`config.mk`:
```
export PLATFORM = sky130hd
export DESIGN_NAME = escalating_alarm_beeper_flat
export DESIGN_NICKNAME = d
export VERILOG_FILES = /design/src/rtl/eab_pkg.sv /design/src/rtl/eab_if.sv /design/src/rtl/eab_cfg.sv /design/src/rtl/eab_div.sv /design/src/rtl/escalating_alarm_beeper.sv /design/src/flat_wrapper.sv
export SDC_FILE = /design/constraint.sdc
export NUM_CORES = 1
export LEC_CHECK = 0
export ABC_CLOCK_PERIOD_IN_PS = 11800
export BUFFER_PORTS_ARGS = -buffer_cell sky130_fd_sc_hd__buf_2
export CORE_UTILIZATION = 55
export CTS_CLUSTER_DIAMETER = 120
export DETAILED_ROUTE_END_ITERATION = 6
export PLACE_DENSITY = 0.73
export SLEW_MARGIN = 5
export SYNTH_ARGS = -nofsm -noshare
export SYNTH_HDL_FRONTEND = slang
export SYNTH_HIERARCHICAL = 1
export SYNTH_SLANG_ARGS = --single-unit
```
`constraint.sdc`:
```
create_clock -name clk -period 11.8 [get_ports clk]
set_input_delay 1.77 -clock clk [delete_from_list [all_inputs] [get_ports clk]]
set_output_delay 1.77 -clock clk [all_outputs]
set_load 0.01 [all_outputs]
```
`src/rtl/eab_pkg.sv`:
```
package eab_pkg;

  localparam int PPM_W   = 14;
  localparam int LEVEL_W = 3;
  localparam int STEP_W  = 7;
  localparam int OCT_W   = 4;
  localparam int COUNT_W = 8;
  localparam int CFG_IDX_W  = 3;
  localparam int CFG_DATA_W = 14;

  // Number of quotient bits the divider produces, one per cycle.
  localparam int DIV_STEPS = PPM_W;
  localparam int DIV_CNT_W = $clog2(DIV_STEPS);

  // Status level that marks the ventilating phase.
  localparam logic [LEVEL_W-1:0] VENTILATING_LEVEL = 3'd4;
  // Lowest status level that counts as an alarm.
  localparam logic [LEVEL_W-1:0] ALARM_LEVEL = 3'd3;
  // Global permission for the piezo.
  localparam logic SOUND_ALLOWED = 1'b1;
  // Step value that means no step reached, and the step limit that means no limit.
  localparam logic signed [STEP_W-1:0] NO_STEP = -7'sd1;
  // Highest step the quotient can produce.
  localparam logic [5:0] STEP_SAT = 6'd63;

  typedef enum logic [CFG_IDX_W-1:0] {
    REG_ALARM_START   = 3'd0,
    REG_STEP_INTERVAL = 3'd1,
    REG_STEP_LIMIT    = 3'd2,
    REG_BASE_BEEPS    = 3'd3,
    REG_BEEPS_PER_STEP = 3'd4,
    REG_BEEP_CAP      = 3'd5,
    REG_BASE_OCTAVE   = 3'd6,
    REG_OCTAVE_CAP    = 3'd7
  } cfg_idx_t;

  typedef struct packed {
    logic [PPM_W-1:0]         alarm_start_ppm;
    logic [PPM_W-1:0]         step_interval_ppm;
    logic signed [STEP_W-1:0] step_limit;
    logic [5:0]               base_beeps;
    logic [3:0]               beeps_per_step;
    logic [6:0]               beep_cap;
    logic [OCT_W-1:0]         base_octave;
    logic [OCT_W-1:0]         octave_cap;
  } cfg_t;

  typedef struct packed {
    logic             start;
    logic [PPM_W-1:0] dividend;
    logic [PPM_W-1:0] divisor;
  } div_req_t;

  typedef struct packed {
    logic             done;
    logic [PPM_W-1:0] quotient;
  } div_rsp_t;

  typedef enum logic [1:0] {
    ST_IDLE,
    ST_DIVIDE,
    ST_FINISH
  } state_t;

endpackage

```
`src/rtl/eab_if.sv`:
```
interface eab_tick_if;
  import eab_pkg::*;
  logic               valid;
  logic               ready;
  logic [PPM_W-1:0]   air_ppm;
  logic [LEVEL_W-1:0] status_level;
  logic               blink_enable;
  logic               sound_enable;

  modport source (output valid, output air_ppm, output status_level,
                  output blink_enable, output sound_enable, input ready);
  modport sink (input valid, input air_ppm, input status_level,
                input blink_enable, input sound_enable, output ready);
endinterface

interface eab_beep_if;
  import eab_pkg::*;
  logic                     valid;
  logic                     ready;
  logic                     blink_on;
  logic                     tone_start;
  logic                     tone_stop;
  logic                     note_is_g;
  logic [OCT_W-1:0]         beep_octave;
  logic signed [STEP_W-1:0] alarm_step;

  modport source (output valid, output blink_on, output tone_start, output tone_stop,
                  output note_is_g, output beep_octave, output alarm_step, input ready);
  modport sink (input valid, input blink_on, input tone_start, input tone_stop,
                input note_is_g, input beep_octave, input alarm_step, output ready);
endinterface

```
`src/rtl/eab_cfg.sv`:
```
module eab_cfg
  import eab_pkg::*;
(
  input  logic                  clk,
  input  logic                  rst,
  input  logic                  cfg_wr_en,
  input  logic [CFG_IDX_W-1:0]  cfg_index,
  input  logic [CFG_DATA_W-1:0] cfg_data,
  output cfg_t                  cfg
);

  always_ff @(posedge clk) begin
    if (rst) begin
      cfg.alarm_start_ppm   <= 14'd1000;
      cfg.step_interval_ppm <= 14'd200;
      cfg.step_limit        <= NO_STEP;
      cfg.base_beeps        <= 6'd1;
      cfg.beeps_per_step    <= 4'd1;
      cfg.beep_cap          <= 7'd8;
      cfg.base_octave       <= 4'd4;
      cfg.octave_cap        <= 4'd7;
    end else if (cfg_wr_en) begin
      unique case (cfg_idx_t'(cfg_index))
        REG_ALARM_START:    cfg.alarm_start_ppm   <= cfg_data[PPM_W-1:0];
        REG_STEP_INTERVAL:  cfg.step_interval_ppm <= cfg_data[PPM_W-1:0];
        REG_STEP_LIMIT:     cfg.step_limit        <= $signed(cfg_data[STEP_W-1:0]);
        REG_BASE_BEEPS:     cfg.base_beeps        <= cfg_data[5:0];
        REG_BEEPS_PER_STEP: cfg.beeps_per_step    <= cfg_data[3:0];
        REG_BEEP_CAP:       cfg.beep_cap          <= cfg_data[6:0];
        REG_BASE_OCTAVE:    cfg.base_octave       <= cfg_data[OCT_W-1:0];
        REG_OCTAVE_CAP:     cfg.octave_cap        <= cfg_data[OCT_W-1:0];
        default: ;
      endcase
    end
  end

endmodule

```
`src/rtl/eab_div.sv`:
```
module eab_div
  import eab_pkg::*;
(
  input  logic     clk,
  input  logic     rst,
  input  div_req_t req,
  output div_rsp_t rsp
);

  logic                 busy;
  logic                 done;
  logic [DIV_CNT_W-1:0] count;
  logic [PPM_W-1:0]     rem;
  logic [PPM_W-1:0]     quo;
  logic [PPM_W-1:0]     dvs;
  logic [PPM_W:0]       shifted;
  logic [PPM_W:0]       diff;
  logic                 fits;

  // One restoring step: shift in the next dividend bit and try the subtract.
  assign shifted = {rem, quo[PPM_W-1]};
  assign diff    = shifted - {1'b0, dvs};
  assign fits    = shifted >= {1'b0, dvs};

  always_ff @(posedge clk) begin
    if (rst) begin
      busy <= 1'b0;
      done <= 1'b0;
    end else begin
      done <= 1'b0;
      if (req.start) begin
        busy <= 1'b1;
      end else if (busy && count == '0) begin
        busy <= 1'b0;
        done <= 1'b1;
      end
    end
  end

  always_ff @(posedge clk) begin
    if (req.start) begin
      count <= DIV_CNT_W'(DIV_STEPS - 1);
      rem   <= '0;
      quo   <= req.dividend;
      dvs   <= req.divisor;
    end else if (busy) begin
      count <= count - DIV_CNT_W'(1);
      rem   <= fits ? diff[PPM_W-1:0] : shifted[PPM_W-1:0];
      quo   <= {quo[PPM_W-2:0], fits};
    end
  end

  assign rsp.done     = done;
  assign rsp.quotient = quo;

endmodule

```
`src/rtl/escalating_alarm_beeper.sv`:
```
// Channel  Dir  Fields                                              Accepted when
// tick     in   air_ppm, status_level, blink_enable, sound_enable   valid && ready
// beep     out  blink_on, tone_start, tone_stop, note_is_g,         valid && ready
//               beep_octave, alarm_step
// cfg      in   cfg_wr_en, cfg_index, cfg_data                      cfg_wr_en
//
// An active tick at or above the start level runs through the restoring divider (one quotient
// bit per cycle), then the quotient is taken and the tick finishes. Other ticks skip the
// divider and go straight to the finish state. Reset (rst, synchronous, active high) restores
// the configuration defaults and the sequencer and alarm state, and clears the output valid.
// A new word is accepted while the result waits in the output register; a stalled beep channel
// holds the next result in the finish state until the register frees up.
module escalating_alarm_beeper
  import eab_pkg::*;
(
  input  logic                  clk,
  input  logic                  rst,
  eab_tick_if.sink              tick,
  eab_beep_if.source            beep,
  input  logic                  cfg_wr_en,
  input  logic [CFG_IDX_W-1:0]  cfg_index,
  input  logic [CFG_DATA_W-1:0] cfg_data
);

  cfg_t     cfg;
  div_req_t div_req;
  div_rsp_t div_rsp;

  eab_cfg u_cfg (
    .clk       (clk),
    .rst       (rst),
    .cfg_wr_en (cfg_wr_en),
    .cfg_index (cfg_index),
    .cfg_data  (cfg_data),
    .cfg       (cfg)
  );

  eab_div u_div (
    .clk (clk),
    .rst (rst),
    .req (div_req),
    .rsp (div_rsp)
  );

  // Sequencer state and the alarm state carried from tick to tick.
  state_t                   state, state_next;
  logic [LEVEL_W-1:0]       previous_level;
  logic                     blink_phase;
  logic signed [STEP_W-1:0] step_reached;
  logic [COUNT_W-1:0]       beep_count;

  // The captured word of the tick being worked on.
  logic                     cur_blink_en;
  logic                     cur_sound_en;
  logic                     cur_alarm;
  logic                     cur_above;
  logic [PPM_W-1:0]         quotient;

  // Output register.
  logic                     out_valid;
  logic                     out_blink_on;
  logic                     out_tone_start;
  logic                     out_tone_stop;
  logic                     out_note_is_g;
  logic [OCT_W-1:0]         out_beep_octave;
  logic signed [STEP_W-1:0] out_alarm_step;

  logic accept;
  logic above_now;
  logic finish;

  assign accept    = tick.valid && tick.ready;
  assign above_now = tick.air_ppm >= cfg.alarm_start_ppm;

  // Sequencer: idle until a word arrives, run the divider when a step must be derived,
  // then finish as soon as the output register can take the result.
  always_comb begin
    state_next      = state;
    tick.ready      = 1'b0;
    finish          = 1'b0;
    div_req.start   = 1'b0;
    // The divider sees the distance above the start level; a zero interval acts as one.
    div_req.dividend = tick.air_ppm - cfg.alarm_start_ppm;
    div_req.divisor  = (cfg.step_interval_ppm == '0) ? PPM_W'(1) : cfg.step_interval_ppm;
    unique case (state)
      ST_IDLE: begin
        tick.ready = 1'b1;
        if (tick.valid) begin
          if (!blink_phase && above_now) begin
            div_req.start = 1'b1;
            state_next    = ST_DIVIDE;
          end else begin
            state_next = ST_FINISH;
          end
        end
      end
      ST_DIVIDE: begin
        if (div_rsp.done) begin
          state_next = ST_FINISH;
        end
      end
      ST_FINISH: begin
        if (!out_valid || beep.ready) begin
          finish     = 1'b1;
          state_next = ST_IDLE;
        end
      end
      default: state_next = ST_IDLE;
    endcase
  end

  always_ff @(posedge clk) begin
    if (rst) begin
      state <= ST_IDLE;
    end else begin
      state <= state_next;
    end
  end

  always_ff @(posedge clk) begin
    if (accept) begin
      cur_blink_en <= tick.blink_enable;
      cur_sound_en <= tick.sound_enable;
      cur_alarm    <= tick.status_level >= ALARM_LEVEL;
      cur_above    <= above_now;
    end
    if (div_rsp.done) begin
      quotient <= div_rsp.quotient;
    end
  end

  // Finish logic: everything after the division is worked out here in combinational logic.
  logic signed [STEP_W-1:0] new_step;
  logic signed [STEP_W-1:0] step_next;
  logic [COUNT_W-1:0]       count_next;
  logic                     phase_next;
  logic                     start_tone;
  logic                     stop_tone;
  logic signed [11:0]       beep_limit_raw;
  logic signed [11:0]       beep_limit;
  logic signed [7:0]        half_step;
  logic signed [7:0]        octave_raw;
  logic signed [7:0]        octave_top;
  logic [OCT_W-1:0]         octave;

  always_comb begin
    // The step saturates at its 6-bit maximum before the limit applies; any limit other
    // than "no limit" clamps by signed minimum.
    new_step = (quotient[PPM_W-1:6] != '0) ? $signed({1'b0, STEP_SAT})
                                           : $signed({1'b0, quotient[5:0]});
    if (cfg.step_limit != NO_STEP && cfg.step_limit < new_step) begin
      new_step = cfg.step_limit;
    end

    step_next  = step_reached;
    count_next = beep_count;
    phase_next = blink_phase;
    start_tone = 1'b0;
    stop_tone  = 1'b0;

    if (blink_phase) begin
      // Quiet tick: the tone of the previous beep is detached.
      phase_next = 1'b0;
      stop_tone  = beep_count != '0;
    end else begin
      phase_next = cur_alarm && cur_blink_en;
      if (cur_above) begin
        // A rising step restarts the burst when sound is enabled.
        if (step_reached < new_step) begin
          step_next = new_step;
          if (cur_sound_en) begin
            count_next = COUNT_W'(1);
          end
        end
      end
    end

    beep_limit_raw = $signed({{5{step_next[STEP_W-1]}}, step_next})
                   * $signed({8'b0, cfg.beeps_per_step})
                   + $signed({6'b0, cfg.base_beeps});
    beep_limit = (beep_limit_raw > $signed({5'b0, cfg.beep_cap}))
               ? $signed({5'b0, cfg.beep_cap}) : beep_limit_raw;

    // Halving truncates toward zero, so the "no step" value gives zero.
    half_step  = step_next[STEP_W-1] ? ($signed({step_next[STEP_W-1], step_next}) + 8'sd1) >>> 1
                                     : $signed({step_next[STEP_W-1], step_next}) >>> 1;
    octave_raw = half_step + $signed({4'b0, cfg.base_octave});
    octave_top = (octave_raw > $signed({4'b0, cfg.octave_cap}))
               ? $signed({4'b0, cfg.octave_cap}) : octave_raw;
    octave     = octave_top[7] ? '0 : octave_top[OCT_W-1:0];

    if (!blink_phase && cur_above && count_next != '0) begin
      if ($signed({4'b0, count_next}) <= beep_limit) begin
        start_tone = cur_sound_en && SOUND_ALLOWED;
        count_next = count_next + COUNT_W'(1);
        phase_next = 1'b1;
      end else begin
        count_next = '0;
      end
    end
  end

  // Alarm state. The previous level and the leaving-ventilation reset are taken at
  // acceptance, because they depend only on the incoming word and the stored level.
  always_ff @(posedge clk) begin
    if (rst) begin
      previous_level <= '0;
      blink_phase    <= 1'b0;
      step_reached   <= NO_STEP;
      beep_count     <= '0;
    end else if (accept) begin
      previous_level <= tick.status_level;
      if (previous_level == VENTILATING_LEVEL && tick.status_level != VENTILATING_LEVEL) begin
        step_reached <= NO_STEP;
      end
    end else if (finish) begin
      blink_phase  <= phase_next;
      step_reached <= step_next;
      beep_count   <= count_next;
    end
  end

  always_ff @(posedge clk) begin
    if (rst) begin
      out_valid <= 1'b0;
    end else if (finish) begin
      out_valid <= 1'b1;
    end else if (beep.ready) begin
      out_valid <= 1'b0;
    end
  end

  // Note and octave read as zero when no beep starts.
  always_ff @(posedge clk) begin
    if (finish) begin
      out_blink_on    <= phase_next;
      out_tone_start  <= start_tone;
      out_tone_stop   <= stop_tone;
      out_note_is_g   <= start_tone && step_next[0];
      out_beep_octave <= start_tone ? octave : '0;
      out_alarm_step  <= step_next;
    end
  end

  assign beep.valid       = out_valid;
  assign beep.blink_on    = out_blink_on;
  assign beep.tone_start  = out_tone_start;
  assign beep.tone_stop   = out_tone_stop;
  assign beep.note_is_g   = out_note_is_g;
  assign beep.beep_octave = out_beep_octave;
  assign beep.alarm_step  = out_alarm_step;

  // A new result only ever appears out of the finish state.
  a_valid_from_finish: assert property (@(posedge clk) disable iff (rst)
    $rose(out_valid) |-> $past(state == ST_FINISH))
    else $error("result appeared without a finish cycle");

  // The divider reports back only while the sequencer waits for it.
  a_div_done_in_divide: assert property (@(posedge clk) disable iff (rst)
    div_rsp.done |-> state == ST_DIVIDE)
    else $error("divider finished outside the divide state");

  // Starting and stopping the tone in the same tick cannot happen.
  a_start_stop_exclusive: assert property (@(posedge clk) disable iff (rst)
    out_valid |-> !(out_tone_start && out_tone_stop))
    else $error("tone started and stopped at once");

  // Without a beep, the note fields are clear.
  a_idle_fields_zero: assert property (@(posedge clk) disable iff (rst)
    (out_valid && !out_tone_start) |-> (!out_note_is_g && out_beep_octave == '0))
    else $error("note fields set without a beep");

  // The step never falls below the "no step" value.
  a_step_range: assert property (@(posedge clk) disable iff (rst)
    step_reached >= NO_STEP)
    else $error("alarm step below the no-step value");

endmodule
```
`src/flat_wrapper.sv`:
```
// flat-port wrapper written by rule: the top's interface ports become plain ports
module escalating_alarm_beeper_flat import eab_pkg::*;
  (clk, rst, cfg_wr_en, cfg_index, cfg_data, tick_valid, tick_air_ppm, tick_status_level, tick_blink_enable, tick_sound_enable, tick_ready, beep_valid, beep_blink_on, beep_tone_start, beep_tone_stop, beep_note_is_g, beep_beep_octave, beep_alarm_step, beep_ready);
  eab_tick_if tick_i ();
  eab_beep_if beep_i ();
  input  logic clk;
  input  logic rst;
  input  logic cfg_wr_en;
  input  logic [CFG_IDX_W-1:0] cfg_index;
  input  logic [CFG_DATA_W-1:0] cfg_data;
  input wire logic [$bits(tick_i.valid)-1:0] tick_valid;
  input wire logic [$bits(tick_i.air_ppm)-1:0] tick_air_ppm;
  input wire logic [$bits(tick_i.status_level)-1:0] tick_status_level;
  input wire logic [$bits(tick_i.blink_enable)-1:0] tick_blink_enable;
  input wire logic [$bits(tick_i.sound_enable)-1:0] tick_sound_enable;
  output wire logic [$bits(tick_i.ready)-1:0] tick_ready;
  output wire logic [$bits(beep_i.valid)-1:0] beep_valid;
  output wire logic [$bits(beep_i.blink_on)-1:0] beep_blink_on;
  output wire logic [$bits(beep_i.tone_start)-1:0] beep_tone_start;
  output wire logic [$bits(beep_i.tone_stop)-1:0] beep_tone_stop;
  output wire logic [$bits(beep_i.note_is_g)-1:0] beep_note_is_g;
  output wire logic [$bits(beep_i.beep_octave)-1:0] beep_beep_octave;
  output wire logic [$bits(beep_i.alarm_step)-1:0] beep_alarm_step;
  input wire logic [$bits(beep_i.ready)-1:0] beep_ready;
  assign tick_i.valid = tick_valid;
  assign tick_i.air_ppm = tick_air_ppm;
  assign tick_i.status_level = tick_status_level;
  assign tick_i.blink_enable = tick_blink_enable;
  assign tick_i.sound_enable = tick_sound_enable;
  assign tick_ready = tick_i.ready;
  assign beep_valid = beep_i.valid;
  assign beep_blink_on = beep_i.blink_on;
  assign beep_tone_start = beep_i.tone_start;
  assign beep_tone_stop = beep_i.tone_stop;
  assign beep_note_is_g = beep_i.note_is_g;
  assign beep_beep_octave = beep_i.beep_octave;
  assign beep_alarm_step = beep_i.alarm_step;
  assign beep_i.ready = beep_ready;
  escalating_alarm_beeper u_core (.clk(clk), .rst(rst), .tick(tick_i), .beep(beep_i), .cfg_wr_en(cfg_wr_en), .cfg_index(cfg_index), .cfg_data(cfg_data));
endmodule
```
; Yosys cells after proc, flatten, opt, wreduce, memory -nomap -nowiden
; Cells that the tools add are included.
[word_totals]
word_cells = 142
output_inout_bits = 17
inputBits = 41
ff_bits = 163
[classes]
n_eq_ne = 16
n_addsub = 7
bitwise = 2
order_cmp = 8
muxes = 41
reduce_logical = 36
n_mul = 1
[op_table]
columns = cell, count
row1 = two-way mux 8 bit, 8
row2 = two-way mux 7 bit, 7
row3 = two-way mux 14 bit, 3
row4 = subtractor 14 bit, 2
row5 = nonzero test 8 bit, 3
row6 = AND reduction 2 bit, 10
row7 = two-way mux 1 bit, 16
row8 = "== test 3 bit, second input constant", 5
row9 = greater-or-equal comparator 15 x 14 -> 1 bit, 1
row10 = greater-or-equal comparator 14 bit, 1
row11 = zero test 14 bit, 1
row12 = < comparator 7 bit, 2
row13 = adder 12 x 7 -> 12 bit, 1
row14 = greater-than comparator 12 x 8 -> 1 bit, 1
row15 = <= comparator 9 x 12 -> 1 bit, 1
row16 = multiplier 7 x 5 -> 12 bit, 1
row17 = two-way mux 12 bit, 1
row18 = logical AND 1 bit, 9
row19 = "adder 7 x 2 -> 8 bit, second input constant", 1
row20 = "adder 8 x 1 -> 8 bit, second input constant", 1
row21 = adder 8 x 5 -> 8 bit, 1
row22 = greater-than comparator 8 x 5 -> 1 bit, 1
row23 = two-way mux 2 bit, 4
row24 = nonzero test 2 bit, 4
row25 = other kinds (20), 26

; Depth between registers and ports, before layout
; Gate-level depths: netlist of run 1.
[depth]
depth_word = 18
mapped_depth = 53
mapped_depth_nobuf = 51

; Cells and area by module
; Netlist of run 1, hierarchy kept.
[by_module_without_submodules]
columns = module, cells_each, instances, area_each_um2, seq_area_each_um2
row1 = escalating_alarm_beeper, 687, 1, 5854.4, 1431.4
row2 = eab_div, 271, 1, 2762.6, 1241.2
row3 = eab_cfg, 232, 1, 2444.8, 1201.2

; Worst setup path before layout of run 1
; Ideal clock, no wire load.
[synth_path]
path_type = reg-to-reg
startpoint = register u_core.quotient[11]
endpoint = register u_core.beep_count[4]
path_slack_ns = 2.085
required_ns = 11.735
n_path_buf = 3
setup_ns = 0.065
stages_incl_launch_ff = 51
arrival_time_ns = 9.650
cell_sequence = edfxtp_1 -> nor4_2 -> nand2_1 -> nor2_1 -> ha_1 -> a21o_1 -> a21oi_1 -> a21oi_2 -> or2_1 -> buf_2 -> o22ai_1 -> ha_1 -> a21o_1 -> a2111o_1 -> a211o_1 -> o21ai_2 -> nand2_1 -> buf_2 -> [15 not listed] -> o21ai_0 -> nand4_1 -> o21ai_0 -> a221o_1 -> buf_2 -> mux2i_1 -> ha_1 -> nor2b_1 -> o21a_1 -> o21a_1 -> o21a_1 -> o21bai_1 -> a21oi_1 -> nor2_1 -> nand2_2 -> nor4_1 -> o22ai_1 -> nor2_1
[synth_via]
elab_chain_len = 16
elab_cells_between_ends = 22
classes_between = 2 x add/sub / 1 x mul / 4 x order compare / 11 x mux / 4 x reduce/logical
[synth_rtl]
columns = element, line
row1 = from (decl), escalating_alarm_beeper.sv:57  ; logic [PPM_W-1:0] quotient;
row2 = from (signal assigned), escalating_alarm_beeper.sv:128  ; quotient <= div_rsp.quotient;
row3 = nonzero test 8 bit *, escalating_alarm_beeper.sv:149  ; new_step = (quotient[PPM_W-1:6] != '0) ? $signed({1'b0, STEP_SAT})
row4 = two-way mux 6 bit *, escalating_alarm_beeper.sv:149
row5 = < comparator 7 bit, escalating_alarm_beeper.sv:151  ; if (cfg.step_limit != NO_STEP && cfg.step_limit < new_step) begin
row6 = logical AND 1 bit, escalating_alarm_beeper.sv:151
row7 = two-way mux 7 bit *, escalating_alarm_beeper.sv:151
row8 = < comparator 7 bit, escalating_alarm_beeper.sv:169  ; if (step_reached < new_step) begin
row9 = two-way mux 7 bit *, escalating_alarm_beeper.sv:169
row10 = two-way mux 7 bit *, escalating_alarm_beeper.sv:167  ; if (cur_above) begin
row11 = two-way mux 7 bit *, escalating_alarm_beeper.sv:161  ; if (blink_phase) begin
row12 = named net u_core.step_next[4], escalating_alarm_beeper.sv:134  ; logic signed [STEP_W-1:0] step_next;
row13 = multiplier 7 x 5 -> 12 bit *, escalating_alarm_beeper.sv:179  ; * $signed({8'b0, cfg.beeps_per_step})
row14 = adder 12 x 7 -> 12 bit *, escalating_alarm_beeper.sv:180  ; + $signed({6'b0, cfg.base_beeps});
row15 = greater-than comparator 12 x 8 -> 1 bit, escalating_alarm_beeper.sv:181  ; beep_limit = (beep_limit_raw > $signed({5'b0, cfg.beep_cap}))
row16 = two-way mux 12 bit *, escalating_alarm_beeper.sv:182  ; ? $signed({5'b0, cfg.beep_cap}) : beep_limit_raw;
row17 = <= comparator 9 x 12 -> 1 bit *, escalating_alarm_beeper.sv:193  ; if ($signed({4'b0, count_next}) <= beep_limit) begin
row18 = two-way mux 8 bit *, escalating_alarm_beeper.sv:193
row19 = two-way mux 8 bit *, escalating_alarm_beeper.sv:192  ; if (!blink_phase && cur_above && count_next != '0) begin
row20 = to (signal assigned), escalating_alarm_beeper.sv:219  ; beep_count <= count_next;
row21 = to (decl), escalating_alarm_beeper.sv:50  ; logic [COUNT_W-1:0] beep_count;
; The timed path passes the listed nets; every way through them passes the cells marked *.
; A chain may end at the register's enable or synchronous reset.

; Worst setup path after layout of run 1
[layout_path]
startpoint = register u_core.quotient[7]
endpoint = register u_core.out_beep_octave[1], in the netlist u_core/beep.beep_octave[1], data pin
[layout_via]
elab_chain_len = 18
elab_cells_between_ends = 28
classes_between = 3 x add/sub / 1 x mul / 5 x order compare / 13 x mux / 1 x bitwise / 5 x reduce/logical
[layout_rtl]
columns = element, line
row1 = nonzero test 8 bit *, escalating_alarm_beeper.sv:149
row2 = two-way mux 6 bit *, escalating_alarm_beeper.sv:149
row3 = < comparator 7 bit, escalating_alarm_beeper.sv:151
row4 = logical AND 1 bit, escalating_alarm_beeper.sv:151
row5 = two-way mux 7 bit *, escalating_alarm_beeper.sv:151
row6 = < comparator 7 bit, escalating_alarm_beeper.sv:169
row7 = two-way mux 7 bit *, escalating_alarm_beeper.sv:169
row8 = two-way mux 7 bit *, escalating_alarm_beeper.sv:167
row9 = [1 not listed], n/a
row10 = named net u_core.step_next[3], escalating_alarm_beeper.sv:134
row11 = [2 not listed], n/a
row12 = greater-than comparator 12 x 8 -> 1 bit, escalating_alarm_beeper.sv:181
row13 = two-way mux 12 bit *, escalating_alarm_beeper.sv:182
row14 = <= comparator 9 x 12 -> 1 bit *, escalating_alarm_beeper.sv:193
row15 = two-way mux 1 bit *, escalating_alarm_beeper.sv:193
row16 = two-way mux 1 bit *, escalating_alarm_beeper.sv:192
row17 = named net u_core.start_tone, escalating_alarm_beeper.sv:137  ; logic start_tone;
row18 = NOT 1 bit (no line) *, n/a
row19 = OR reduction 2 bit (no line) *, n/a
row20 = to (signal assigned), escalating_alarm_beeper.sv:240  ; out_beep_octave <= start_tone ? octave : '0;
row21 = to (decl), escalating_alarm_beeper.sv:65  ; logic [OCT_W-1:0] out_beep_octave;
; Marks and branches as above.

==> results of run 1 <==
-- worst register-to-register path: cells and delay by family, from the launching register on --
| kind | cells | cell delay, ns |
|---|---|---|
| xor gates and xnor gates | 1 | 0.13 |
| DFF | 1 | 0.39 |
| AOI/OAI and AO/OA | 22 | 4.64 |
| and+or+nand+nor | 12 | 2.24 |
| muxes | 1 | 0.22 |
| adders and majority gates | 8 | 3.05 |
| buffers and inverters | 3 | 0.19 |
-- flip-flops by register name, indices dropped and copies added (netlist names), 2 cells and up --
register and flops:
u_core/beep.alarm_step 7, u_core/beep.beep_octave 4, u_core/beep_count 8, u_core/previous_level 3
u_core/quotient 14, u_core/state 2, u_core/step_reached 7, u_core/u_cfg/cfg 60
u_core/u_div/count 4, u_core/u_div/dvs 14, u_core/u_div/quo 14, u_core/u_div/rem 14
-- layout make-up --
| type | instances | share of cell area [%] |
|---|---|---|
| Clock buffer | 19 | 3.75 |
| Clock inverter | 13 | 1.13 |
| Inverter | 123 | 3.82 |
| Multi-Input combinational cell | 849 | 53.8 |
| Sequential cell | 163 | 32.0 |
| Tap cell | 265 | 2.74 |
| Timing Repair Buffer | 62 | 2.67 |
-- routing by layer --
metal  vias to the layer above  GRT usage [%]
li1                       4213              -
met1                      4054           36.9
met2                       229           39.7
met3                        29           4.33
met4                         0           9.13
met5                         -              0
-- through the flow --
stage	util, %	power (W)	setup WS (ns)	std cells
2_1_floorplan	-	0.00140	2.09	1190
3_3_place_gp	58.6	0.00157	1.11	1462
3_5_place_dp	58.6	0.00159	0.622	1462
4_1_cts	61.6	0.00216	0.555	1494
5_1_grt	61.7	0.00231	0.0257	1494
6_report	61.7	0.00216	0.824	1494
-- layout by cell type, fill, tap and decap left out, types with 23 or more instances in the layout --
cell      instances
a21oi_1          52
nand3_1          26
nor2b_1          28
fa_1             23
mux2i_1          68
inv_1           118
xnor2_1          23
nand2_1          58
edfxtp_1         61
buf_2            57
ha_1             93
nor2_1           96
o21ai_0          33
dfxtp_1         102
nand2b_1         73
-- repair_timing --
| action | 4_1_cts | 5_1_grt |
|---|---|---|
| buffers inserted | 0 | 0 |
| gates resized for setup | 0 | 5 |
| hold endpoints to repair | 0 | 0 |
| endpoints found under the setup margin | 0 | 14 |
-- cell families after synthesis --
group	Yosys count	synth area share [%]
AO/OA/AOI/OAI	229	14.4
XOR/XNOR	34	2.69
adder cells (fa/ha/maj)	117	14.8
buffers and inverters	178	6.54
flip-flops	163	35.0
multiplexers	83	7.68
AND/OR/NAND/NOR	386	18.9
-- report_power, final --
group          internal, W  switching, W  leakage (nW)  total (W)
registers         0.000651     0.0000433          1.40   0.000694
logic             0.000374      0.000534          3.70   0.000908
clock network     0.000310      0.000249         0.296   0.000559
total              0.00134      0.000826          5.39    0.00216
-- path summary, 6_finish.rpt --
kind | slack [ns] | depth (start not counted) | endpoint
max | 0.82 | 47 | u_core/beep.beep_octave[1]
min | 0.46 | 0 | u_core/u_div/dvs[8]
max reg2reg | 0.82 | 47 | u_core/beep.beep_octave[1]
min reg2reg | 0.46 | 0 | u_core/u_div/dvs[8]
==> results.sh, run 1 <==
export IMPL_antenna_found_initial=0
export IMPL_worstSetupPathType="reg -> reg"
export IMPL_synth_top_cell_by_area="dfxtp_1"
export IMPL_fp_coreArea_mm2=0.0196
export IMPL_rsz0062_at_grt="no"
export IMPL_outcome="complete, no violations"
export IMPL_clkLatencyLatePin_ns=0.44
export IMPL_cts_made_buffers=17
export IMPL_syn2layout_area_growth_pct=9.26
export IMPL_start_util_pct=56.5
export IMPL_drive_gt1_share_pct=12.3
export IMPL_final_nets=1373
export IMPL_syn_num_nets=1347
export IMPL_tritoncts="done"
export IMPL_synthCells=1190
export IMPL_top_layer="met4"
export IMPL_skew_ns=0.0125
export IMPL_grt_pass1_vias=8162
export IMPL_power_density_mw_per_mm2=179
export IMPL_period_needed_ns=10.98
export IMPL_clock_sinks=163
export IMPL_grt_ovfl_total=0
export IMPL_synth_edf_count=61
export IMPL_clock_fmax_ghz=0.0911
export IMPL_ctsHoldBuffers=0
export IMPL_fill_cells=1666
export IMPL_die_area_mm2=0.0207
export IMPL_finalSetupViolations=0
export IMPL_drt_iter0_drc=618
export IMPL_hp_class="reg -> reg"
export IMPL_ys_ff_latch=163
export IMPL_cap_viol_max_count=0
export IMPL_cp_max_fo=14
export IMPL_fin_area_mm2=0.0121
export IMPL_top_level_ports=58
export IMPL_num_antenna_cells=0
export IMPL_rows=51
export IMPL_fin_hold_ws_ns=0.461
export IMPL_drt_first_pass_iters=6
export IMPL_slew_headroom_pct=25.8
export IMPL_setup_tns_ns=0
export IMPL_final_max_slew_violation_count=0
export IMPL_ys_seq_area_share_pct=35.0
export IMPL_hold_violations=0
export IMPL_timing_rr_start="u_core/quotient[7]"
export IMPL_cts_buffer_depth=2
export IMPL_cp_top_family="compound AO/OA/AOI/OAI gates"
export IMPL_wirelength_mm=25.6
export IMPL_grt_max_degree=65
export IMPL_p_leak_nw=5.39
export IMPL_grtUsageTotal_pct=26.0
export IMPL_gp_congestion=0.888
export IMPL_tightest_slew_ns=1.10
export IMPL_wl_per_cell_um=17.1
export IMPL_synth_area_per_cell_um2=9.30
export IMPL_post_drt_via_cell_ratio=5.71
export IMPL_antenna_left=0
export IMPL_yosys_cell_types_count=97
export IMPL_syn_cell_area_mm2=0.0111
export IMPL_slowest_delay_ns=0.58
export IMPL_post_dp_cell_area_mm2=0.0115
export IMPL_startpoint_type="flop"
export IMPL_crit_path_frequent_cell="ha_1"
export IMPL_cts_max_level=4
export IMPL_wl_met1_mm=12.3
export IMPL_yosysWarningCount=6
export IMPL_routed_wl_met3_mm=1.41
export IMPL_synthTopCellsByCount="inv_1 (118), dfxtp_1 (102), nor2_1 (97)"
export IMPL_critical_path_endpoint_type="flop"
export IMPL_cts_reportedPaths_clkPinSlew_ns=0.07
export IMPL_required_ns=12.08
export IMPL_worstPathArrival_ns=11.26
export IMPL_hpwlAfterDp_mm=19.3
export IMPL_yosysTopAreaCellShare_pct=18.5
export IMPL_grt_pass1_wl_mm=41.5
export IMPL_clk_root_buffer_cell="clkbuf_16"
export IMPL_hp_start="u_core/u_cfg/cfg[40]"
export IMPL_ir_worst_vdd_uv=82.2
export IMPL_synthArstFlopShare_pct=0
export IMPL_drc_errors=0
export IMPL_die_height_um=144
export IMPL_ys_flop_type="dfxtp_1"
export IMPL_synth_top_cells_by_area="dfxtp_1 (18%), edfxtp_1 (17%), ha_1 (11%)"
export IMPL_vias=8525
export IMPL_crit_buf_inv=3
export IMPL_die_x_um=144
export IMPL_multiInputGateArea_mm2=0.00651
export IMPL_crit_path_top_delay_cell="fa_1"
export IMPL_crit_start="u_core/quotient[7]"
export IMPL_yosys_cell_count_top_type="inv_1"
export IMPL_fin_crit_sh_pct=93.0
export IMPL_seqCellArea_mm2=0.00387
export IMPL_io_buffers=57
export IMPL_dr_wl_met2_mm=11.4
Note: power is estimated with default switching activity, not from simulation.
==> run 2, diff against run 1 <==
- ABC_AREA: default -> 1
- CORE_UTILIZATION: 55 -> 50
- PLACE_DENSITY: 0.73 -> 0.67
==> run 2 against run 1 <==
Effect of this change: register-to-register slack gained 1.2 ns; worst setup slack gained 1.2 ns; total power grew 22%; cell count grew 20%; die area grew 9.5%; combinational power grew 49%; core utilization shrank 4.9 points.
==> results.sh, run 2 <==
export IMPL_outcome="complete, no violations"
export IMPL_ff2ff_setup_slack_ns=2.07
export IMPL_synth_top_cell_by_area="dfxtp_1"
export IMPL_drt_first_pass_iters=5
export IMPL_syn_cell_area_mm2=0.0110
export IMPL_worstPathArrival_ns=10.04
export IMPL_syn_num_nets=1619
export IMPL_hp_start="u_core/u_div/quo[7]"
export IMPL_post_cts_resized=0
export IMPL_setup_tns_ns=0
export IMPL_drive_gt1_share_pct=11.6
export IMPL_mostFrequentLayoutCells="nand2_1 (337), inv_1 (214), nor2_1 (179), nand3_1 (104), dfxtp_1 (102)"
export IMPL_fin_area_mm2=0.0121
export IMPL_period_needed_ns=9.73
export IMPL_grt_pass1_vias=8730
export IMPL_ctsHoldBuffers=0
export IMPL_grt_pass1_wl_mm=42.1
export IMPL_synthTopCellsByCount="nand2_1 (337), inv_1 (214), nor2_1 (181)"
export IMPL_num_antenna_cells=0
export IMPL_synth_top_cells_by_area="dfxtp_1 (19%), edfxtp_1 (17%), nand2_1 (11%)"
export IMPL_clock_fmax_ghz=0.103
export IMPL_tritoncts="done"
export IMPL_post_drt_via_cell_ratio=5.21
export IMPL_synth_area_per_cell_um2=7.54
export IMPL_gp_congestion=0.939
export IMPL_rr_worst_depth=55
export IMPL_synthArstFlopShare_pct=0
export IMPL_die_height_um=150
export IMPL_slew_headroom_pct=40.8
export IMPL_final_max_slew_violation_count=0
export IMPL_post_dp_cell_area_mm2=0.0115
export IMPL_fin_crit_sh_pct=82.5
export IMPL_startpoint_type="flop"
export IMPL_wirelength_mm=25.7
export IMPL_seqCellArea_mm2=0.00387
export IMPL_yosys_cell_types_count=56
export IMPL_grt_ovfl_total=0
export IMPL_crit_path_top_delay_cell="o21ai_1"
export IMPL_cap_viol_max_count=0
export IMPL_wl_per_cell_um=14.4
export IMPL_p_leak_nw=6.01
export IMPL_top_layer="met4"
export IMPL_ys_seq_area_share_pct=35.1
export IMPL_final_nets=1659
export IMPL_start_util_pct=51.8
export IMPL_layout_commonest_cell="nand2_1"
export IMPL_routed_wl_met3_mm=1.35
export IMPL_grtUsageTotal_pct=24.2
export IMPL_holdPathEnd="u_core/quotient[7]"
export IMPL_antenna_found_initial=0
export IMPL_hp_class="reg -> reg"
export IMPL_yosys_cell_count_top_type="nand2_1"
export IMPL_yosysTopAreaCellShare_pct=18.5
export IMPL_rows=53
export IMPL_crit_path_frequent_cell="inv_1"
export IMPL_hold_depth=0
export IMPL_vias=9317
export IMPL_clock_sinks=163
export IMPL_critical_path_endpoint_type="flop"
export IMPL_io_buffers=57
export IMPL_post_cts_buffers=0
export IMPL_ys_flop_type="dfxtp_1"
export IMPL_drc_errors=0
export IMPL_ir_worst_vdd_uv=106
export IMPL_fp_coreArea_mm2=0.0213
export IMPL_syn2layout_area_growth_pct=9.68
export IMPL_wl_met1_mm=12.3
export IMPL_largest_reg_flops=60
export IMPL_cp_max_fo=15
export IMPL_clkLatencyLatePin_ns=0.44
export IMPL_die_area_mm2=0.0226
export IMPL_tightest_slew_ns=0.885
export IMPL_post_place_ws_ns=2.10
export IMPL_cts_buffer_depth=2
export IMPL_top_level_ports=58
export IMPL_worstSetupPathType="reg -> reg"
export IMPL_die_x_um=150
export IMPL_finalSetupViolations=0
export IMPL_fill_cells=1997
export IMPL_clk_root_buffer_cell="clkbuf_16"
export IMPL_cts_max_level=4
export IMPL_setup_slack_ns=2.07
export IMPL_yosysWarningCount=6
export IMPL_slowest_delay_ns=0.66
export IMPL_multiInputGateArea_mm2=0.00609
export IMPL_ys_ff_latch=163
export IMPL_worst_r2r_endpoint="u_core/beep.beep_octave[3]"
export IMPL_grt_max_degree=61
export IMPL_cts_reportedPaths_clkPinSlew_ns=0.08
export IMPL_synth_edf_count=61
export IMPL_required_ns=12.11
export IMPL_rsz0062_at_grt="no"
export IMPL_cts_made_buffers=17
export IMPL_power_density_mw_per_mm2=218
export IMPL_regMostFlops="u_core/u_cfg/cfg"
export IMPL_timing_rr_start="u_core/quotient[9]"
export IMPL_dr_wl_met2_mm=11.6
export IMPL_hpwlAfterDp_mm=20.2
export IMPL_drt_iter0_drc=551
export IMPL_synthCells=1462
export IMPL_hold_violations=0
export IMPL_antenna_left=0
export IMPL_skew_ns=0.0126
[run 2: changes by cell type in the layout (fill, tap and decap cells not counted), moves of 13 or more]
cell      previous run  this run
nor2_1              96       179
nand2_1             58       337
mux2i_1             68         0
a21oi_1             52        68
nand2_2              2        25
a21o_1              19         6
nor2_2               1        14
nor2b_1             28         0
nand2b_1            73         0
inv_1              118       214
o22ai_1             16         1
mux2_2              14         0
and2_1              21         2
nand3_1             26       104
[run 2: worst max-delay path, delay by kind of cell (launching register included)]
kind	cells	cell delay, ns
buffers and inverters	10	0.72
xor gates and xnor gates	1	0.23
adders and majority gates	8	2.94
and+or+nand+nor	24	2.82
AOI/OAI and AO/OA	12	2.50
DFF	1	0.37
[run 2: worst max-delay path by stage]
| stage | slack (ns) | startpoint | cells past startpoint | endpoint |
|---|---|---|---|---|
| detailed placement | 2.10 | u_core/quotient[11] | 55 | u_core/beep.beep_octave[3] |
| CTS | 2.06 | u_core/quotient[9] | 55 | u_core/beep.beep_octave[3] |
| global placement | 2.40 | u_core/quotient[13] | 55 | u_core/beep.beep_octave[0] |
| finish | 2.07 | u_core/quotient[9] | 55 | u_core/beep.beep_octave[3] |
| global route | 0.99 | u_core/quotient[7] | 55 | u_core/beep.beep_octave[3] |
| floorplan | 3.13 | u_core/quotient[13] | 58 | u_core/beep.beep_octave[0] |
[run 2: per-stage QoR]
stage / utilization (%) / total power (W) / std cells / hold WS (ns)
2_1_floorplan: - / 0.00181 / 1462 / 0.426
3_3_place_gp: 54.0 / 0.00205 / 1758 / 0.436
3_5_place_dp: 54.0 / 0.00208 / 1758 / 0.436
4_1_cts: 56.8 / 0.00265 / 1790 / 0.459
5_1_grt: 56.8 / 0.00287 / 1790 / 0.463
6_report: 56.8 / 0.00264 / 1790 / 0.456
[run 2: layer usage]
metal  up-vias  global-route usage (%)
met4         0                    7.63
met5         -                       0
li1       4770                       -
met3        34                    3.82
met1      4281                    33.3
met2       232                    38.7
[run 2: final cells by class]
class / instances / share of cell area, %
Sequential cell: 163 / 32.0
Timing Repair Buffer: 61 / 2.61
Clock inverter: 15 / 1.47
Multi-Input combinational cell: 1030 / 50.4
Clock buffer: 17 / 3.52
Tap cell: 275 / 2.85
Inverter: 229 / 7.13
[run 2: cells by family (layout without fill, tap and decap cells)]
group | count (synthesis) | in the layout | synth area share (%)
simple gates | 730 | 730 | 29.8
buf+inv | 269 | 322 | 9.63
flops | 163 | 163 | 35.1
compound gates | 150 | 150 | 8.05
fa+ha+maj | 116 | 116 | 14.7
xor+xnor | 34 | 34 | 2.70
[run 2: power by group]
part	internal [W]	switching (W)	total (W)
Clock	0.000288	0.000271	0.000558
Combinational	0.000495	0.000852	0.00135
Sequential	0.000677	0.0000542	0.000731
Total	0.00146	0.00118	0.00264
==> run 3, diff against run 2 <==
- ABC_CLOCK_PERIOD_IN_PS: 11800 -> 9450
- clock period: 11.8 -> 9.45 ns (I/O delays scaled with it)
==> run 3 against run 2 <==
Effect of this change: cell count is 0.78% higher; combinational power is 39% higher; via count is 1.6% higher; global-route usage is 0.23 points higher; total power is 33% higher; sequential share of layout area is 0.84 points lower; core utilization is 1.5 points higher; die area stayed put; critical path type unchanged; highest routed layer unchanged.
==> results.sh, run 3 (same netlist as run 2, synthesis figures left out) <==
export IMPL_die_area_mm2=0.0226
export IMPL_grtUsageTotal_pct=24.4
export IMPL_die_height_um=150
export IMPL_grt_pass1_vias=9033
export IMPL_io_buffers=57
export IMPL_antenna_left=0
export IMPL_wirelength_mm=26.6
export IMPL_required_ns=9.75
export IMPL_wl_per_cell_um=14.8
export IMPL_ff2ff_setup_slack_ns=0.61
export IMPL_clock_sinks=163
export IMPL_cap_viol_max_count=0
export IMPL_grt_pass1_wl_mm=42.9
export IMPL_die_x_um=150
export IMPL_dp_cells=1758
export IMPL_cts_reportedPaths_clkPinSlew_ns=0.08
export IMPL_crit_path_top_delay_cell="fa_1"
export IMPL_final_nets=1673
export IMPL_grt_max_degree=61
export IMPL_gp_congestion=0.923
export IMPL_hold_violations=0
export IMPL_tightest_slew_ns=1.21
export IMPL_rr_worst_depth=59
export IMPL_clk_root_buffer_cell="clkbuf_16"
export IMPL_clkLatencyLatePin_ns=0.44
export IMPL_hpwlAfterDp_mm=20.3
export IMPL_cp_top_family="simple AND/OR/NAND/NOR gates"
export IMPL_fp_coreArea_mm2=0.0213
export IMPL_period_needed_ns=8.84
export IMPL_drive_gt1_share_pct=14.4
export IMPL_finalSetupViolations=0
export IMPL_largest_reg_flops=60
export IMPL_holdPathEnd="u_core/quotient[4]"
export IMPL_hp_start="u_core/u_div/quo[4]"
export IMPL_mostFrequentLayoutCells="nand2_1 (334), inv_1 (211), nor2_1 (172), nand3_1 (104), dfxtp_1 (102)"
export IMPL_top_layer="met4"
export IMPL_skew_ns=0.0148
export IMPL_fin_hold_ws_ns=0.454
export IMPL_crit_buf_inv=9
export IMPL_p_leak_nw=6.11
export IMPL_fin_crit_sh_pct=93.5
export IMPL_startpoint_type="flop"
export IMPL_vias=9463
export IMPL_wl_met1_mm=12.6
export IMPL_crit_path_frequent_cell="nand2_1"
export IMPL_cts_buffer_depth=2
export IMPL_ir_worst_vdd_uv=156
export IMPL_power_density_mw_per_mm2=282
export IMPL_worst_r2r_endpoint="u_core/beep.beep_octave[3]"
export IMPL_cp_max_fo=11
export IMPL_grt_ovfl_total=0
export IMPL_regMostFlops="u_core/u_cfg/cfg"
export IMPL_utilization_pct=58.3
export IMPL_dr_wl_met2_mm=12.3
export IMPL_worstPathArrival_ns=9.14
export IMPL_fin_cells=1804
export IMPL_outcome="complete, no violations"
export IMPL_drt_first_pass_iters=7
export IMPL_setup_tns_ns=0
export IMPL_ctsHoldBuffers=0
export IMPL_num_antenna_cells=0
export IMPL_path_depth=59
export IMPL_slew_headroom_pct=19.4
export IMPL_post_drt_via_cell_ratio=5.25
export IMPL_timing_rr_start="u_core/quotient[7]"
export IMPL_drt_iter0_drc=469
export IMPL_start_util_pct=51.8
export IMPL_critical_path_endpoint_type="flop"
export IMPL_worstSetupPathType="reg -> reg"
export IMPL_layout_commonest_cell="nand2_1"
export IMPL_top_level_ports=58
export IMPL_tritoncts="done"
export IMPL_clock_fmax_ghz=0.113
export IMPL_hp_class="reg -> reg"
export IMPL_cts_made_buffers=17
export IMPL_routed_wl_met3_mm=1.15
export IMPL_cts_max_level=4
export IMPL_hold_depth=0
export IMPL_final_max_slew_violation_count=0
export IMPL_slowest_delay_ns=0.54
export IMPL_drc_errors=0
export IMPL_syn2layout_area_growth_pct=12.6
export IMPL_rows=53
export IMPL_antenna_found_initial=0
-- run 3: cell count changes in the layout (fill, tap and decap cells not counted), sizes merged --
cell      change
buf          +14
clkinvlp      -1
inv           +1
-- run 3: how the worst max path moves through the flow --
stage	from	slack, ns	endpoint
5_1_grt	u_core/quotient[8]	-0.11	u_core/beep.beep_octave[1]
2_1_floorplan	u_core/quotient[13]	0.78	u_core/beep.beep_octave[0]
4_1_cts	u_core/quotient[11]	0.1	u_core/beep.beep_octave[3]
3_3_place_gp	u_core/quotient[13]	0.50	u_core/beep.beep_octave[0]
6_report	u_core/quotient[7]	0.61	u_core/beep.beep_octave[3]
3_5_place_dp	u_core/quotient[11]	0.12	u_core/beep.beep_octave[3]
-- run 3: final cells by class --
cell class | instances | area (um^2)
inverters | 229 | 867
repair buffers | 75 | 453
clock buffers | 17 | 425
clock inverters | 15 | 176
fillers | 1991 | 8870
well taps | 275 | 344
multi-input cells | 1030 | 6280
flip-flops and latches | 163 | 3870
-- run 3: per-stage QoR --
stage	instance area, um^2	total power (W)	setup slack, ns
2_1_floorplan	11000	0.00226	0.783
3_3_place_gp	11500	0.00256	0.501
3_5_place_dp	11500	0.00261	0.121
4_1_cts	12100	0.00333	0.0978
5_1_grt	12400	0.00381	-0.112
6_report	12400	0.00350	0.614
-- run 3: what timing repair did --
action / in CTS / in global routing
buffers inserted: 0 / 13
resized for setup: 0 / 48
setup endpoints to repair: 0 / 16
-- run 3: report_power, final --
group / total (W) / internal, W / switching (W)
sequential: 0.000915 / 0.000846 / 0.0000688
combinational: 0.00188 / 0.000737 / 0.00114
clock: 0.000701 / 0.000360 / 0.000341
-- run 3: per-layer routing --
| metal | up-vias | track usage [%] |
|---|---|---|
| li1 | 4787 | - |
| met1 | 4422 | 32.7 |
| met2 | 214 | 39.6 |
| met3 | 40 | 4.00 |
| met4 | 0 | 8.59 |
| met5 | - | 0 |
